## config.mk

```make
export PLATFORM = sky130hd
export DESIGN_NAME = rti_queue
export DESIGN_NICKNAME = d
export VERILOG_FILES = /design/src/rtl/rti_pkg.sv /design/src/rtl/rti_queue.sv
export SDC_FILE = /design/constraint.sdc
export NUM_CORES = 1
export LEC_CHECK = 0
export ABC_CLOCK_PERIOD_IN_PS = 14000
export BUFFER_PORTS_ARGS = -buffer_cell sky130_fd_sc_hd__buf_2
export CAP_MARGIN = 0
export CELL_PAD_IN_SITES_DETAIL_PLACEMENT = 0
export CELL_PAD_IN_SITES_GLOBAL_PLACEMENT = 2
export CORE_MARGIN = 5
export CORE_UTILIZATION = 30
export CTS_BUF_LIST = sky130_fd_sc_hd__clkbuf_8 sky130_fd_sc_hd__clkbuf_16
export DETAILED_ROUTE_END_ITERATION = 10
export GPL_ROUTABILITY_DRIVEN = 0
export GPL_TIMING_DRIVEN = 0
export PLACE_DENSITY_LB_ADDON = 0.2
export RECOVER_POWER = 25
export SYNTH_ARGS = -nofsm -noshare
export SYNTH_HDL_FRONTEND = slang
export SYNTH_SLANG_ARGS = --single-unit
```

## constraint.sdc

```tcl
create_clock -name i_clk -period 14 [get_ports i_clk]
set_input_delay 2.1 -clock i_clk [delete_from_list [all_inputs] [get_ports i_clk]]
set_output_delay 2.1 -clock i_clk [all_outputs]
set_load 0.03 [all_outputs]
```

## src/rtl/rti_pkg.sv

```systemverilog
// Shared constants and types for the ray/triangle intersection block.
package rti_pkg;

    localparam int COORD_BITS  = 20;
    localparam int NORMAL_BITS = 16;
    localparam int VERT_BITS   = 60;
    localparam int NRM_BITS    = 48;
    localparam int CFG_IDX_BITS = 3;
    localparam int CFG_DATA_BITS = 60;
    // edge and offset components need one extra bit
    localparam int EW = COORD_BITS + 1;
    // cross product components
    localparam int CW = 2 * EW + 2;
    // dot products
    localparam int DW = CW + EW + 3;
    // wide work word for the back end
    localparam int WW = 128;
    localparam int QW = 33;
    // divider steps: quotient bits for t (saturation detect) and normals
    localparam int NQW = 17;
    localparam int QDEPTH = 4;
    localparam int QPTR = 2;

    typedef enum logic [CFG_IDX_BITS-1:0] {
        REG_VERTEX_A = 3'd0,
        REG_VERTEX_B = 3'd1,
        REG_VERTEX_C = 3'd2,
        REG_NORMAL_A = 3'd3,
        REG_NORMAL_B = 3'd4,
        REG_NORMAL_C = 3'd5
    } t_reg_idx;

    // classified ray handed from front end to back end
    typedef struct packed {
        logic                  hit;
        logic [DW-1:0]         den;
        logic [DW-1:0]         un;
        logic [DW-1:0]         vn;
        logic [DW+16-1:0]      lhs;
    } t_job;

endpackage

```

## src/rtl/rti_queue.sv

```systemverilog
// Short request queue between the front and back ends.
module rti_queue (
    input  logic          i_clk,
    input  logic          i_rst_n,
    input  logic          i_valid,
    output logic          o_ready,
    input  rti_pkg::t_job i_job,
    output logic          o_valid,
    input  logic          i_ready,
    output rti_pkg::t_job o_job
);
    localparam int P = rti_pkg::QPTR;
    rti_pkg::t_job r_mem [rti_pkg::QDEPTH];
    logic [P:0] r_wp, r_rp;
    logic push, pop;

    assign o_ready = (r_wp - r_rp) != (P+1)'(rti_pkg::QDEPTH);
    assign o_valid = r_wp != r_rp;
    assign push = i_valid && o_ready;
    assign pop  = o_valid && i_ready;
    assign o_job = r_mem[r_rp[P-1:0]];

    always_ff @(posedge i_clk) begin
        if (!i_rst_n) begin
            r_wp <= '0;
            r_rp <= '0;
        end else begin
            if (push) r_wp <= r_wp + 1'b1;
            if (pop)  r_rp <= r_rp + 1'b1;
        end
    end
    always_ff @(posedge i_clk) begin
        if (push) r_mem[r_wp[P-1:0]] <= i_job;
    end

    a_no_overflow: assert property (@(posedge i_clk) disable iff (!i_rst_n)
        (r_wp - r_rp) <= (P+1)'(rti_pkg::QDEPTH)) else $error("queue overflow");
    a_pop_nonempty: assert property (@(posedge i_clk) disable iff (!i_rst_n)
        pop |-> (r_wp != r_rp)) else $error("pop from empty queue");
    a_full_stall: assert property (@(posedge i_clk) disable iff (!i_rst_n)
        !o_ready |-> !push) else $error("push while full");
endmodule

```

; Yosys cells after proc, flatten, opt, wreduce, memory -nomap -nowiden
; Memories as Yosys holds them, arrays and structs flattened. A register that Yosys moved wholly into a read port is not among the register bits.
; Cells that the tools add are included.
[classes]
addsub = 3
eq_ne = 2
muxes = 4
reduce_logical = 2
[op_table]
columns = op, n
row1 = adder 3 x 1 -> 3 bit (second input constant), 2
row2 = two-way mux 2 bit, 2
row3 = != test 3 bit, 1
row4 = != test 3 bit (second input constant), 1
row5 = subtractor 3 bit, 1
row6 = logical AND 1 bit, 2
row7 = two-way mux 1 bit, 2
[totals]
reg_bits = 6
ram_bits = 1156
in_bits = 293
elab_cells = 14
memories = 1
[memory_table]
columns = memory, depth, width, rd, rd_ports_with_merged_regs, write_ports, line_no
row1 = r_mem, 4, 289, 1, 1, 1, rti_queue.sv:13  ; rti_pkg::t_job r_mem [rti_pkg::QDEPTH];

; Depth between registers and ports, before layout
[logic_depth]
word_depth = 5
depth_mapped = 6
ltp_nobuf = 6

; Worst setup path after synthesis
; No wires, ideal clock.
[synth_timing]
path_kind = input-to-reg
startpoint = in i_valid
endpoint = reg r_wp[2]
setup_ns = 0.485
t_arrival_ns = 11.068
required_time_ns = 13.515
slack_ns = 2.448
path_stages = 3
cell_sequence = nand2_1 > a31oi_2 > mux2i_1
[synth_between]
elab_chain_len = 1
[synth_rtl]
columns = element, line_no
row1 = from (decl), rti_queue.sv:5  ; input logic i_valid,
row2 = logical AND 1 bit, rti_queue.sv:19  ; assign push = i_valid && o_ready;
row3 = to (signal assigned), rti_queue.sv:28  ; if (push) r_wp <= r_wp + 1'b1;
row4 = to (decl), rti_queue.sv:14  ; logic [P:0] r_wp, r_rp;
; No other way between the ends.
; A chain may end at the register's enable or synchronous reset.

==> results_tabular.tex <==
\begin{tabular}{lr}
\hline
Metric & Value \\
\hline
\multicolumn{2}{l}{\textbf{Run status}} \\
Outcome & completed \\
\multicolumn{2}{l}{\textbf{Global route}} \\
Initial antenna violation count & 47 \\
Vias in the first global route & around 21000 \\
Largest net degree at the start of global routing & 53 \\
Overall routing resource usage & between 10 and 15\% \\
Wire length of the first global-routing pass & between 100 and 150 mm \\
Total gr overflow & 0 \\
\multicolumn{2}{l}{\textbf{Timing}} \\
Total count of max-transition violations in the final report & 0 \\
Total setup violations reported at the end of the flow & 0 \\
Unrepaired setup endpoints after global routing & no \\
Worst-case headroom to the max-slew limit & between 30 and 40\% \\
Setup total negative slack & 0 ps \\
Post-route minimum period & around 5600 ps \\
Maximum clock skew at final layout & 26.25 ps \\
Count of endpoints failing hold in the final timing report & 0 \\
Slew of the pin with the lowest slew margin & 983.8 ps \\
Part of the cycle the worst path needs & $\sim$40\% \\
Worst setup margin & 8413 ps \\
Highest attainable clock frequency & between 0.15 and 0.2 GHz \\
\multicolumn{2}{l}{\textbf{Final layout}} \\
Synth-to-Final Area Change & 24.01\% \\
FF/Latch Area & 0.03487 sq mm \\
Nets & between 2000 and 3000 \\
\# fillers & between 10000 and 15000 \\
Area of the multi-input gates & between 0.006 and 0.007 sq mm \\
Fraction of layout instances using a drive strength above 1 & 39.88\% \\
Utilization of the core after routing & 37.46\% \\
Final cell count without fillers & around 4300 \\
\multicolumn{2}{l}{\textbf{Power and ir drop}} \\
Proportion of power drawn by the clock network & roughly 30\% \\
Switching share of total power & 32.44\% \\
VDD IR max & 0.1229 mV \\
Sequential share of power & 39.9\% \\
Lkg Pwr & 16.95 nW \\
Ratio of total power to cell area & roughly 210 mW/mm\^{}2 \\
Internal power component & around 7.3 mW \\
Net load switching power & 3.529 mW \\
Combinational share of power & about 30\% \\
Total power & between 10 and 15 mW \\
\multicolumn{2}{l}{\textbf{Worst setup path}} \\
Cell count of the worst reg-to-reg path & 8 \\
List of cells traversed by the critical path & buf\_2 -> clkbuf\_1 -> buf\_2 -> mux4\_2 -> buf\_2 \\
Maximum fanout encountered on the critical timing path & 10 \\
Capturing element type of the critical path & output pin \\
Largest stage delay, worst path & slightly below 800 ps \\
Startpoint type of the worst setup path & register \\
Cell with the largest stage delay on the worst path & sky130\_fd\_sc\_hd\_\_clkbuf\_1 \\
Critical Path RT & 11900 ps \\
Setup slack on the worst flop-to-flop path & about 11000 ps \\
Reg-to-Reg End & r\_mem[1][272]\$\_DFFE\_PP\_ \\
Critical Path AT & 3490 ps \\
R2r startpoint & r\_wp[0]\$\_SDFFE\_PN0P\_ \\
Worst Path Class, Setup & reg -> out \\
Cell occurring most often along the worst timing path & sky130\_fd\_sc\_hd\_\_buf\_2 \\
\multicolumn{2}{l}{\textbf{Floorplanning}} \\
Die area & roughly 0.15 sq mm \\
Area of the core & about 0.14 sq mm \\
Placement Rows & $\sim$140 \\
Width of the chip & between 300 and 400 um \\
Effective utilization at floorplan & 30.21\% \\
Number of placed I/O pins & approximately 580 \\
Height of the die & 385.1 um \\
\multicolumn{2}{l}{\textbf{Clocking}} \\
CTS sink count & between 1000 and 1500 \\
Number of buffers added to fix hold violations after cts & 0 \\
Root Buffer & sky130\_fd\_sc\_hd\_\_clkbuf\_16 \\
Clock tree from TritonCTS & yes \\
H-Tree Level Count & 4 \\
Maximum buffer depth of the clock tree & 3 \\
Clock network latency to the later pin of the worst-skew pair & roughly 740 ps \\
Buffers inserted by post-CTS timing repair & 0 \\
Number of clock buffers inserted by TritonCTS & around 130 \\
Post-CTS resize count & 0 \\
Clock slew at reported path FFs & about 50 ps \\
\multicolumn{2}{l}{\textbf{Placed design}} \\
Worst slack after detailed placement & around 9000 ps \\
Count of input and output buffers & about 580 \\
Placed cells & approximately 4000 \\
Post-DP HPWL & about 69 mm \\
\multicolumn{2}{l}{\textbf{Routing}} \\
Drt wl/cell & around 24 um \\
Final routed DRC violation total & 0 \\
Detailed Routing Iterations Pass 1 & 5 \\
Aggregate routed wire length & just over 100 mm \\
Vias post-DR & 19190 \\
Drt initial violations & roughly 1100 \\
Post-route antenna net violation count & 0 \\
Detailed-route vias per instance & 4.455 \\
\multicolumn{2}{l}{\textbf{Min path}} \\
Worst min-delay path category & reg -> reg \\
Number of stages on the worst hold path & 2 \\
Worst Hold Endpoint & r\_wp[0]\$\_SDFFE\_PN0P\_ \\
Startpoint of the most critical hold path & r\_wp[0]\$\_SDFFE\_PN0P\_ \\
\multicolumn{2}{l}{\textbf{Yosys}} \\
Post-Syn Instances & 1560 \\
Most numerous cell in the Yosys netlist & sky130\_fd\_sc\_hd\_\_edfxtp\_1 \\
Synth Net Count & 1860 \\
Fraction of the yosys area taken by sequential cells & $\sim$83\% \\
Area share of the largest cell type after synthesis & between 80\% and 90\% \\
Predominant post-synthesis flop cell & sky130\_fd\_sc\_hd\_\_edfxtp\_1 \\
Unique masters post-synth & 23 \\
Synth Cell Area & roughly 0.042 sq mm \\
FF+latch count, synth & around 1200 \\
Library cell occupying the most area in the post-synthesis netlist & sky130\_fd\_sc\_hd\_\_edfxtp\_1 \\
Count of synthesis-stage warnings from yosys & 0 \\
Share of synthesized registers carrying an async set or reset & 0\% \\
Most area-consuming cells after synthesis & sky130\_fd\_sc\_hd\_\_edfxtp\_1, sky130\_fd\_sc\_hd\_\_mux4\_2, sky130\_fd\_sc\_hd\_\_buf\_6 \\
Syn Area/Cell & roughly 27 sq um \\
Post-synth EDFFs & 1156 \\
Post-synth top cells & sky130\_fd\_sc\_hd\_\_edfxtp\_1, sky130\_fd\_sc\_hd\_\_mux4\_2, sky130\_fd\_sc\_hd\_\_buf\_2, sky130\_fd\_sc\_hd\_\_buf\_6, sky130\_fd\_sc\_hd\_\_clkbuf\_1 \\
\multicolumn{2}{l}{\textbf{Flow run}} \\
Count of maximum capacitance violations & 0 \\
\hline
\end{tabular}
## registers in the layout, indices dropped and copies added (netlist names), named ones only
signal  cells
r_wp        3
r_mem    1156
r_rp        3
## worst max-delay path, delay by kind of cell (launching register included)
family / cells / cell delay (ps)
buf+inv: 4 / 2030
flops: 1 / 300
mux: 1 / 380
## power by group through the flow
stage	clock network [mW]	logic [mW]	registers [mW]
2_1_floorplan	0	2.25	4.53
3_3_place_gp	0	3.33	4.68
3_5_place_dp	0	3.41	4.42
4_1_cts	3.36	3.42	4.35
5_1_grt	3.52	3.52	4.37
6_report	3.25	3.29	4.34
## worst max-delay path by stage
stage,endpoint,slack [ps],cells past startpoint
2_1_floorplan,r_wp[2]$_SDFFE_PN0P_,2450,3
3_3_place_gp,r_wp[2]$_SDFFE_PN0P_,-6270,4
3_5_place_dp,o_job[162],8970,5
4_1_cts,o_job[162],8130,5
5_1_grt,o_job[162],8150,5
6_report,o_job[162],8410,5
## per-layer routing
metal | vias up | GRT usage, % | wire length, um
met2 | 533 | 22.54 | 50450
met3 | 178 | 6.212 | 9741
li1 | 8370 | - | -
met5 | - | 0 | 183
met1 | 10080 | 15.85 | 39120
met4 | 26 | 3.851 | 2227
## stage by stage
step                      hold WS [ps]  area, sq um
after floorplan                  468.8        42200
after global placement           492.5        47460
after detailed placement         508.6        48380
after CTS                        514.1        52510
after global routing             525.6        52290
final                            504.3        52340
## cells in the final DEF, fill, tap and decap left out, types with 2 or more instances in the layout
master,netlist,layout
sky130_fd_sc_hd__inv_1,4,32
sky130_fd_sc_hd__buf_4,7,7
sky130_fd_sc_hd__mux2i_1,4,4
sky130_fd_sc_hd__a31oi_4,1,2
sky130_fd_sc_hd__nand2_1,7,7
sky130_fd_sc_hd__clkinv_1,0,31
sky130_fd_sc_hd__clkbuf_16,0,141
sky130_fd_sc_hd__dfxtp_1,8,8
sky130_fd_sc_hd__nand3_1,2,2
sky130_fd_sc_hd__xnor2_2,2,2
sky130_fd_sc_hd__nor2b_1,2,2
sky130_fd_sc_hd__inv_6,0,2
sky130_fd_sc_hd__buf_2,24,424
sky130_fd_sc_hd__clkinvlp_4,0,6
sky130_fd_sc_hd__clkinv_8,0,4
sky130_fd_sc_hd__mux4_2,289,289
sky130_fd_sc_hd__buf_6,24,24
sky130_fd_sc_hd__clkinv_2,0,15
sky130_fd_sc_hd__buf_16,0,24
sky130_fd_sc_hd__and2_1,6,3
sky130_fd_sc_hd__and2_4,0,3
sky130_fd_sc_hd__edfxtp_1,1156,1156
sky130_fd_sc_hd__xnor2_1,2,2
sky130_fd_sc_hd__diode_2,0,20
sky130_fd_sc_hd__ha_1,7,7
sky130_fd_sc_hd__buf_12,0,12
sky130_fd_sc_hd__bufinv_16,0,5
sky130_fd_sc_hd__clkbuf_1,9,191
## layout make-up
cell class / instances / area share, %
clock buffer: 141 / 6.742
antenna: 20 / 0.09563
inverter: 4 / 0.02869
sequential: 1164 / 66.63
timing repair buffer: 618 / 6.852
multi-input combinational: 327 / 13.09
buffer: 65 / 0.9180
tap: 1876 / 4.485
clock inverter: 93 / 1.157
## cell families after synthesis
family / share of synthesized area (%)
buffers and inverters: 1.174
adder cells (fa/ha/maj): 0.2075
multiplexers: 15.52
XOR/XNOR: 0.1394
AO/OA/AOI/OAI: 0.1097
AND/OR/NAND/NOR: 0.2194
flip-flops: 82.63
Power figures use the tool's default switching activity.
